[src/hw/rtl/qapm_pkg.sv]
// Shared constants, types and state codes of the attitude PID and motor mixer.
`default_nettype none
package qapm_pkg;

    localparam int WINDOW     = 5;
    localparam int ANGLE_W    = 16;
    localparam int DUTY_W     = 16;
    localparam int GAIN_P_W   = 10;
    localparam int GAIN_I_W   = 10;
    localparam int GAIN_D_W   = 12;
    localparam int LIMIT_W    = 15;
    localparam int CFG_IDX_W  = 3;
    localparam int CFG_DATA_W = 16;

    localparam int SLOT_W  = (WINDOW > 1) ? $clog2(WINDOW) : 1;
    localparam int SUM_W   = ANGLE_W + $clog2(WINDOW);
    localparam int ISUM_W  = LIMIT_W + 1;
    localparam int MUL_A_W = GAIN_D_W;
    localparam int MUL_B_W = ANGLE_W + 1;
    localparam int PROD_W  = MUL_A_W + 1 + MUL_B_W;
    localparam int ACC_W   = 32;
    localparam int TERM_W  = ACC_W - 8;
    localparam int MIX_W   = TERM_W + 2;

    typedef enum logic [CFG_IDX_W-1:0] {
        CFG_GAIN_P         = 3'd0,
        CFG_GAIN_I         = 3'd1,
        CFG_GAIN_D         = 3'd2,
        CFG_BASE_DUTY      = 3'd3,
        CFG_MAX_DUTY       = 3'd4,
        CFG_INTEGRAL_LIMIT = 3'd5
    } t_cfg_index;

    typedef enum logic [1:0] {
        MUL_P,
        MUL_I,
        MUL_D
    } t_mul_sel;

    typedef struct packed {
        logic     load;
        logic     clamp;
        logic     mul_en;
        t_mul_sel mul_sel;
    } t_lane_ctrl;

    typedef struct packed {
        logic mix_en;
        logic out_load;
    } t_mix_ctrl;

    typedef enum logic [2:0] {
        ST_IDLE,
        ST_CLAMP,
        ST_MUL_P,
        ST_MUL_I,
        ST_MUL_D,
        ST_MIX,
        ST_OUT
    } t_state;

endpackage
`default_nettype wire

[src/hw/rtl/qapm_axis_lane.sv]
// One axis lane: error window, clamped window sum and the PID term.
`default_nettype none
module qapm_axis_lane (
    input  wire logic                                  i_clk,
    input  wire logic                                  i_rst_n,
    input  wire qapm_pkg::t_lane_ctrl                  i_ctrl,
    input  wire logic signed [qapm_pkg::ANGLE_W-1:0]   i_sample,
    input  wire logic [qapm_pkg::GAIN_P_W-1:0]         i_gain_p,
    input  wire logic [qapm_pkg::GAIN_I_W-1:0]         i_gain_i,
    input  wire logic [qapm_pkg::GAIN_D_W-1:0]         i_gain_d,
    input  wire logic [qapm_pkg::LIMIT_W-1:0]          i_integral_limit,
    output logic signed [qapm_pkg::TERM_W-1:0]         o_term
);
    import qapm_pkg::*;

    logic signed [ANGLE_W-1:0] r_hist [WINDOW];
    logic [SLOT_W-1:0]         r_slot;
    logic signed [SUM_W-1:0]   r_sum;
    logic signed [ANGLE_W-1:0] r_prev;

    logic signed [ANGLE_W-1:0] r_e;
    logic signed [MUL_B_W-1:0] r_diff;
    logic signed [ISUM_W-1:0]  r_isum;
    logic signed [ACC_W-1:0]   r_acc;

    logic signed [ANGLE_W-1:0] old_sample;
    logic signed [SUM_W-1:0]   n_sum;
    logic signed [SUM_W-1:0]   lim_pos;
    logic signed [SUM_W-1:0]   lim_neg;
    logic signed [ISUM_W-1:0]  n_isum;
    logic [MUL_A_W-1:0]        mul_a;
    logic signed [MUL_B_W-1:0] mul_b;
    logic signed [PROD_W-1:0]  prod;

    assign old_sample = r_hist[r_slot];

    // The window sum is kept running: add the new sample, drop the one it overwrites.
    assign n_sum = r_sum - SUM_W'(old_sample) + SUM_W'(i_sample);

    assign lim_pos = $signed({{(SUM_W-LIMIT_W){1'b0}}, i_integral_limit});
    assign lim_neg = -lim_pos;

    always_comb begin
        priority if (r_sum > lim_pos) begin
            n_isum = ISUM_W'(lim_pos);
        end else if (r_sum < lim_neg) begin
            n_isum = ISUM_W'(lim_neg);
        end else begin
            n_isum = ISUM_W'(r_sum);
        end
    end

    always_comb begin
        unique case (i_ctrl.mul_sel)
            MUL_P: begin
                mul_a = MUL_A_W'(i_gain_p);
                mul_b = MUL_B_W'(r_e);
            end
            MUL_I: begin
                mul_a = MUL_A_W'(i_gain_i);
                mul_b = MUL_B_W'(r_isum);
            end
            MUL_D: begin
                mul_a = i_gain_d;
                mul_b = r_diff;
            end
            default: begin
                mul_a = '0;
                mul_b = '0;
            end
        endcase
    end

    assign prod = $signed({1'b0, mul_a}) * mul_b;

    always_ff @(posedge i_clk) begin
        if (!i_rst_n) begin
            for (int k = 0; k < WINDOW; k++) begin
                r_hist[k] <= '0;
            end
            r_slot <= '0;
            r_sum  <= '0;
            r_prev <= '0;
        end else if (i_ctrl.load) begin
            r_hist[r_slot] <= i_sample;
            r_sum          <= n_sum;
            r_prev         <= i_sample;
            if (r_slot == SLOT_W'(WINDOW - 1)) begin
                r_slot <= '0;
            end else begin
                r_slot <= r_slot + 1'b1;
            end
        end
    end

    always_ff @(posedge i_clk) begin
        if (i_ctrl.load) begin
            r_e    <= i_sample;
            r_diff <= MUL_B_W'(i_sample) - MUL_B_W'(r_prev);
        end
        if (i_ctrl.clamp) begin
            r_isum <= n_isum;
        end
        if (i_ctrl.mul_en) begin
            if (i_ctrl.mul_sel == MUL_P) begin
                r_acc <= ACC_W'(prod);
            end else begin
                r_acc <= r_acc + ACC_W'(prod);
            end
        end
    end

    // Dropping the low eight bits of a two's complement value is a floor shift.
    assign o_term = r_acc[ACC_W-1:8];

endmodule
`default_nettype wire

[src/hw/rtl/qapm_mixer.sv]
// Merge stage: mixes the two axis terms onto four motors and clamps each duty.
`default_nettype none
module qapm_mixer (
    input  wire logic                                 i_clk,
    input  wire qapm_pkg::t_mix_ctrl                  i_ctrl,
    input  wire logic signed [qapm_pkg::TERM_W-1:0]   i_pitch_term,
    input  wire logic signed [qapm_pkg::TERM_W-1:0]   i_roll_term,
    input  wire logic [qapm_pkg::DUTY_W-1:0]          i_base_duty,
    input  wire logic [qapm_pkg::DUTY_W-1:0]          i_max_duty,
    output logic [qapm_pkg::DUTY_W-1:0]               o_duty [4]
);
    import qapm_pkg::*;

    logic signed [MIX_W-1:0] r_mix [4];
    logic [DUTY_W-1:0]       r_duty [4];

    logic signed [MIX_W-1:0] base_ext;
    logic signed [MIX_W-1:0] tp;
    logic signed [MIX_W-1:0] tr;
    logic signed [MIX_W-1:0] max_ext;
    logic [DUTY_W-1:0]       n_duty [4];

    assign base_ext = $signed({{(MIX_W-DUTY_W){1'b0}}, i_base_duty});
    assign max_ext  = $signed({{(MIX_W-DUTY_W){1'b0}}, i_max_duty});
    assign tp       = MIX_W'(i_pitch_term);
    assign tr       = MIX_W'(i_roll_term);

    always_comb begin
        for (int m = 0; m < 4; m++) begin
            priority if (r_mix[m] < 0) begin
                n_duty[m] = '0;
            end else if (r_mix[m] > max_ext) begin
                n_duty[m] = i_max_duty;
            end else begin
                n_duty[m] = r_mix[m][DUTY_W-1:0];
            end
        end
    end

    always_ff @(posedge i_clk) begin
        if (i_ctrl.mix_en) begin
            r_mix[0] <= base_ext + tp + tr;
            r_mix[1] <= base_ext + tp - tr;
            r_mix[2] <= base_ext - tp - tr;
            r_mix[3] <= base_ext - tp + tr;
        end
        if (i_ctrl.out_load) begin
            for (int m = 0; m < 4; m++) begin
                r_duty[m] <= n_duty[m];
            end
        end
    end

    assign o_duty = r_duty;

endmodule
`default_nettype wire

[src/hw/rtl/quadrotor_attitude_pid_mixer.sv]
// Top level: configuration registers, sequencer, two axis lanes and the motor mixer.
// An accepted word passes the clamp, multiply and mix states before its four duties
// are loaded. No new word is taken until the sequencer returns to idle, as the
// shared multiplier in each lane forms the three gain products one after another.
// A finished word waits in the output register while the next word is taken.
// Synchronous active-low reset restores the gains, duties and integral limit, and clears both error windows.
`default_nettype none
module quadrotor_attitude_pid_mixer (
    input  wire logic                                 i_clk,
    input  wire logic                                 i_rst_n,
    input  wire logic                                 i_cfg_wr_en,
    input  wire logic [qapm_pkg::CFG_IDX_W-1:0]       i_cfg_index,
    input  wire logic [qapm_pkg::CFG_DATA_W-1:0]      i_cfg_data,
    input  wire logic                                 i_in_valid,
    output logic                                      o_in_stall,
    input  wire logic signed [qapm_pkg::ANGLE_W-1:0]  i_pitch_angle,
    input  wire logic signed [qapm_pkg::ANGLE_W-1:0]  i_roll_angle,
    output logic                                      o_out_valid,
    input  wire logic                                 i_out_stall,
    output logic [qapm_pkg::DUTY_W-1:0]               o_motor1_duty,
    output logic [qapm_pkg::DUTY_W-1:0]               o_motor2_duty,
    output logic [qapm_pkg::DUTY_W-1:0]               o_motor3_duty,
    output logic [qapm_pkg::DUTY_W-1:0]               o_motor4_duty
);
    import qapm_pkg::*;

    logic [GAIN_P_W-1:0] r_gain_p;
    logic [GAIN_I_W-1:0] r_gain_i;
    logic [GAIN_D_W-1:0] r_gain_d;
    logic [DUTY_W-1:0]   r_base_duty;
    logic [DUTY_W-1:0]   r_max_duty;
    logic [LIMIT_W-1:0]  r_integral_limit;

    t_state     r_state;
    t_state     n_state;
    logic       r_out_valid;
    logic       in_take;
    logic       out_free;
    t_lane_ctrl lane_ctrl;
    t_mix_ctrl  mix_ctrl;

    logic signed [TERM_W-1:0] pitch_term;
    logic signed [TERM_W-1:0] roll_term;
    logic [DUTY_W-1:0]        duty [4];

    always_ff @(posedge i_clk) begin
        if (!i_rst_n) begin
            r_gain_p         <= GAIN_P_W'(16);
            r_gain_i         <= GAIN_I_W'(2);
            r_gain_d         <= GAIN_D_W'(700);
            r_base_duty      <= DUTY_W'(4750);
            r_max_duty       <= DUTY_W'(7000);
            r_integral_limit <= LIMIT_W'(5120);
        end else if (i_cfg_wr_en) begin
            unique case (t_cfg_index'(i_cfg_index))
                CFG_GAIN_P:         r_gain_p         <= i_cfg_data[GAIN_P_W-1:0];
                CFG_GAIN_I:         r_gain_i         <= i_cfg_data[GAIN_I_W-1:0];
                CFG_GAIN_D:         r_gain_d         <= i_cfg_data[GAIN_D_W-1:0];
                CFG_BASE_DUTY:      r_base_duty      <= i_cfg_data[DUTY_W-1:0];
                CFG_MAX_DUTY:       r_max_duty       <= i_cfg_data[DUTY_W-1:0];
                CFG_INTEGRAL_LIMIT: r_integral_limit <= i_cfg_data[LIMIT_W-1:0];
                default: begin
                end
            endcase
        end
    end

    assign o_in_stall = (r_state != ST_IDLE);
    assign in_take    = i_in_valid && !o_in_stall;
    assign out_free   = !r_out_valid || !i_out_stall;

    always_comb begin
        n_state = r_state;
        unique case (r_state)
            ST_IDLE:  if (in_take) n_state = ST_CLAMP;
            ST_CLAMP: n_state = ST_MUL_P;
            ST_MUL_P: n_state = ST_MUL_I;
            ST_MUL_I: n_state = ST_MUL_D;
            ST_MUL_D: n_state = ST_MIX;
            ST_MIX:   n_state = ST_OUT;
            ST_OUT:   if (out_free) n_state = ST_IDLE;
            default:  n_state = ST_IDLE;
        endcase
    end

    always_comb begin
        lane_ctrl = '{load: 1'b0, clamp: 1'b0, mul_en: 1'b0, mul_sel: MUL_P};
        mix_ctrl  = '{mix_en: 1'b0, out_load: 1'b0};
        unique case (r_state)
            ST_IDLE:  lane_ctrl.load = in_take;
            ST_CLAMP: lane_ctrl.clamp = 1'b1;
            ST_MUL_P: begin
                lane_ctrl.mul_en  = 1'b1;
                lane_ctrl.mul_sel = MUL_P;
            end
            ST_MUL_I: begin
                lane_ctrl.mul_en  = 1'b1;
                lane_ctrl.mul_sel = MUL_I;
            end
            ST_MUL_D: begin
                lane_ctrl.mul_en  = 1'b1;
                lane_ctrl.mul_sel = MUL_D;
            end
            ST_MIX:   mix_ctrl.mix_en = 1'b1;
            ST_OUT:   mix_ctrl.out_load = out_free;
            default: begin
            end
        endcase
    end

    always_ff @(posedge i_clk) begin
        if (!i_rst_n) begin
            r_state     <= ST_IDLE;
            r_out_valid <= 1'b0;
        end else begin
            r_state <= n_state;
            if (mix_ctrl.out_load) begin
                r_out_valid <= 1'b1;
            end else if (!i_out_stall) begin
                r_out_valid <= 1'b0;
            end
        end
    end

    qapm_axis_lane u_pitch_lane (
        .i_clk            (i_clk),
        .i_rst_n          (i_rst_n),
        .i_ctrl           (lane_ctrl),
        .i_sample         (i_pitch_angle),
        .i_gain_p         (r_gain_p),
        .i_gain_i         (r_gain_i),
        .i_gain_d         (r_gain_d),
        .i_integral_limit (r_integral_limit),
        .o_term           (pitch_term)
    );

    qapm_axis_lane u_roll_lane (
        .i_clk            (i_clk),
        .i_rst_n          (i_rst_n),
        .i_ctrl           (lane_ctrl),
        .i_sample         (i_roll_angle),
        .i_gain_p         (r_gain_p),
        .i_gain_i         (r_gain_i),
        .i_gain_d         (r_gain_d),
        .i_integral_limit (r_integral_limit),
        .o_term           (roll_term)
    );

    qapm_mixer u_mixer (
        .i_clk        (i_clk),
        .i_ctrl       (mix_ctrl),
        .i_pitch_term (pitch_term),
        .i_roll_term  (roll_term),
        .i_base_duty  (r_base_duty),
        .i_max_duty   (r_max_duty),
        .o_duty       (duty)
    );

    assign o_out_valid   = r_out_valid;
    assign o_motor1_duty = duty[0];
    assign o_motor2_duty = duty[1];
    assign o_motor3_duty = duty[2];
    assign o_motor4_duty = duty[3];

endmodule
`default_nettype wire
[config.mk]
export PLATFORM = sky130hd
export DESIGN_NAME = quadrotor_attitude_pid_mixer
export DESIGN_NICKNAME = d
export VERILOG_FILES = /design/src/hw/rtl/qapm_pkg.sv /design/src/hw/rtl/qapm_axis_lane.sv /design/src/hw/rtl/qapm_mixer.sv /design/src/hw/rtl/quadrotor_attitude_pid_mixer.sv
export SDC_FILE = /design/constraint.sdc
export NUM_CORES = 2
export LEC_CHECK = 0
export BUFFER_PORTS_ARGS = -buffer_cell sky130_fd_sc_hd__buf_2
export CORE_ASPECT_RATIO = 1.25
export CORE_MARGIN = 8
export CORE_UTILIZATION = 35
export DETAILED_ROUTE_END_ITERATION = 6
export GPL_TIMING_DRIVEN = 0
export PLACE_DENSITY = 0.51
export SETUP_SLACK_MARGIN = 0.4
export SLEW_MARGIN = 25
export SYNTH_ARGS = -nofsm -noshare
export SYNTH_HDL_FRONTEND = slang
export SYNTH_SLANG_ARGS = --single-unit
[constraint.sdc]
create_clock -name i_clk -period 10.2 [get_ports i_clk]
set_clock_uncertainty 0.05 [all_clocks]
set_input_delay 1.53 -clock i_clk [delete_from_list [all_inputs] [get_ports i_clk]]
set_output_delay 1.53 -clock i_clk [all_outputs]
set_load 0.05 [all_outputs]
==> results.md <==
- Post-synthesis cell area: between 0.06 and 0.07 mm2
- Clock Tree Root: clkbuf_16
- Synth Register Bits: approximately 750
- Seq. cell area: ~0.021 mm2
- Crit path DAT: slightly below 10000 ps
- Fmax achieved: around 110 MHz
- # fillers: 17300
- Worst reg2reg path depth: 35
- # setup viols final: 0
- Clk_lat worst skew: about 730 ps
- Vias in the first global route: a little under 50000
- Ports: 122
- Layout Nets: 7542
- Slowest stage cell on the critical path: fa_1
- Area taken by multi-input logic gates: 0.0366 mm2
- Die area: between 0.15 and 0.2 mm2
- H-tree levels: 3
- Crit path top cell by count: fa_1
- Final Slew Violations: 0
- Die height: 482 um
- Crit path launch type: flop
- Clock Pin Slew Worst Setup and Hold Paths: around 60 ps
- Die width: 389 um
- Area Overhead vs Synth: 13.4%
- Largest net degree at the start of global routing: between 50 and 60
- Post-synthesis simple-gate area fraction: approximately 14%
- Int Pwr: 8350 uW
- Final-report hold violation count: 0
- Data required, critical path: 10580 ps
- Sequential share of the synthesized area: approximately 34%
- Maxcap violations: 0
- Top_reg_cell synth: edfxtp_1
- Grt ovf: 0
- Synth warnings: 0
- DR pass1 iterations: 5
- Post-synthesis cell count: roughly 6200
- Switching Fraction: between 40% and 50%
- # rows: 171
- NetSw: around 5900 uW
- Worst slew pin tran: between 1000 and 1500 ps
- Hold Path Depth: 2
- Cell area after layout: 0.0691 mm2
- Final period util: just over 90%
- Via-per-instance ratio: approximately 5.2
- Comb power frac: 49.0%
- Initial antenna violation count: 8
- Initial Util: about a third
- Net Count, Synth: approximately 7300
- CP max stage delay: around 630 ps
- GRT Overall Usage: 21.2%
- First-pass GRT wire length: ~300000 um
- Number of synthesized flops with an enable pin: between 500 and 600
- Class of the worst hold path: reg -> reg
- CORE AREA: about 0.17 mm2
- Syn Area/Cell: between 9 and 10 um2
- Synth Area in Compound Gates: 11.8%
- Initial DRC Count: approximately 2500
- Routed Wire Length: about 200000 um
- Post-placement cell area: roughly 0.065 mm2
- Max Buffers Root-to-Sink: 3
- Sequential share of power: between 20% and 30%
- Post-DP HPWL: roughly 170000 um
- Synth Area in XOR/XNOR: between 4 and 5%
- VDD IR-drop max: around 0.14 mV
- TritonCTS Buffers: 88
- DRC: 0
- Share of layout cells above drive strength 1: under 10%
- Clock power share: ~22%
- DR WL/cell: 22.8 um
- Num Clock Sinks: 749
- Crit path kind: reg -> reg
- Main combinational cell family by area after synthesis: adder cells
- Final Core Density: 39.9%
- Antenna viol nets, final: 0
- RSZ-0062 raised after global routing: yes
- Min Tclk post-route: between 9000 and 10000 ps
- Crit path capture type: flop
- Post-Synth Adder-Cell Area: 25.1%
- Status: finished, final reports clean
- CP max FO: 10
- Multiplexer area fraction after synthesis: ~3.9%
- CTS tree: yes
- GP Congestion: approximately 0.96
- Via Count: 46100
- Netlist cell types: between 90 and 100
- Number of port buffers: roughly 120
- Async set-reset flop share out of synthesis: 0%
- Worst rel slew slack: between 20% and 30%
- Power Density: 206 mW/mm2
- Leak: 0.0292 uW
repair_timing:
item | CTS | global route
pin swaps | 4 | 14
resized for setup | 126 | 68
setup endpoints to repair | 39 | 13
hold buffers | 0 | 0
buffers inserted | 13 | 11
logic make-up (layout without fill, tap and decap cells):
| kind of cell | count (synthesis) | after routing |
|---|---|---|
| simple gates | 1802 | 1802 |
| other cells | 0 | 2 |
| xor+xnor | 297 | 297 |
| compound gates | 1125 | 1125 |
| flops | 749 | 749 |
| buf+inv | 1148 | 1503 |
| fa+ha+maj | 967 | 967 |
| mux | 152 | 152 |
metrics by stage:
step	setup TNS (ps)	worst slack [ps]	hold WS [ps]	instances	total power, uW
2_1_floorplan	0	1040	382	6240	9110
3_3_place_gp	-50900	-2520	390	8610	10800
3_5_place_dp	-28870	-1820	397	8654	11000
4_1_cts	0	416	405	8833	14300
5_1_grt	0	365	423	8845	15300
6_report	0	782	404	8846	14200
registers in the layout, indices dropped and copies added, names as in the netlist, 16 cells and up, named ones only:
name and cells:
u_roll_lane.r_hist 128, u_pitch_lane.r_prev 16, u_roll_lane.r_sum 19, u_pitch_lane.r_e 16, u_pitch_lane.r_sum 19, u_roll_lane.r_acc 32
u_mixer.r_mix 102, u_pitch_lane.r_acc 32, u_roll_lane.r_e 16, u_roll_lane.r_prev 16, u_mixer.o_duty 64, r_max_duty 16
u_roll_lane.r_diff 17, u_pitch_lane.r_hist 128, u_roll_lane.r_isum 16, r_base_duty 16, u_pitch_lane.r_isum 16, u_pitch_lane.r_diff 17
placed cells by master, fill, tap and decap left out, types with 21 or more instances in the layout:
master     Yosys  routed
edfxtp_1     584     584
a31oi_1       31      28
clkbuf_2       1      28
fa_1         422     421
nand4_1       30      30
nand3b_1      35      35
and2_1        96      96
ha_1         545     542
o211ai_1      26      26
a221oi_4       0      24
buf_2          3     136
o21ai_0      207     205
nor2b_1       53      53
nor4_1       116     114
nor2_1       511     506
nand2_1      648     648
dfxtp_1      165     165
o21a_1        50      50
nor3_1        76      75
clkbuf_16      0      88
xor2_1        91      90
a21o_1        99      99
buf_4          1      42
xnor2_1      206     203
a221o_1       40      35
clkbuf_1     222     191
mux2_2        33      33
mux4_2        64      64
or3_1         21      21
nand3_1       88      88
nand2b_1      51      51
a21oi_1      410     397
o21bai_1      36      35
inv_1        890     888
and3_1        29      28
mux2i_1       55      55
area by class of cell:
cell class / count / area share [%]
diodes: 2 / 0.00724
plain buffers: 257 / 1.67
clock buffers: 123 / 3.53
clock inverters: 43 / 0.699
inverters: 891 / 4.85
multi-input cells: 4343 / 53.0
flip-flops and latches: 749 / 30.2
well taps: 2249 / 4.07
repair buffers: 189 / 2.00
power by group through the flow:
stage / sequential, uW / combinational, uW / clock (uW)
global route: 4080 / 7830 / 3390
floorplan: 3940 / 5160 / 0
finish: 4060 / 6990 / 3200
detailed placement: 4110 / 6850 / 0
global placement: 4110 / 6740 / 0
CTS: 4050 / 6950 / 3280
cell usage after synthesis (116+ instances only):
master / instances / area (um2)
a21oi_1: 410 / 2050
ha_1: 545 / 6820
nand2_1: 648 / 2430
o21ai_0: 207 / 1040
xnor2_1: 206 / 1800
nor2_1: 511 / 1920
fa_1: 422 / 8450
dfxtp_1: 165 / 3300
clkbuf_1: 222 / 833
inv_1: 890 / 3340
nor4_1: 116 / 726
edfxtp_1: 584 / 17500
critical path: cells and delay by family (launching register included):
kind,cells,cell delay [ps]
adders and majority gates,7,3310
AOI/OAI and AO/OA,14,2780
buffers and inverters,8,1500
xor gates and xnor gates,3,630
and+or+nand+nor,3,500
DFF,1,300
layer usage:
layer	track usage (%)	wire, um	part of all wire [%]
met1	22.8	75800	38
met2	39.5	104000	52
met3	2.30	7310	3.6
met4	13.5	14700	7.3
met5	0	37	0.018
worst paths after layout:
kind,start,end,slack (ps)
worst max-delay path,r_state[0],u_pitch_lane.r_acc[31],780
worst min-delay path,u_pitch_lane.r_prev[10],u_pitch_lane.r_prev[10],400
worst max register to register,r_state[0],u_pitch_lane.r_acc[31],780
worst min register to register,u_pitch_lane.r_prev[10],u_pitch_lane.r_prev[10],400
Power figures use the tool's default switching activity.
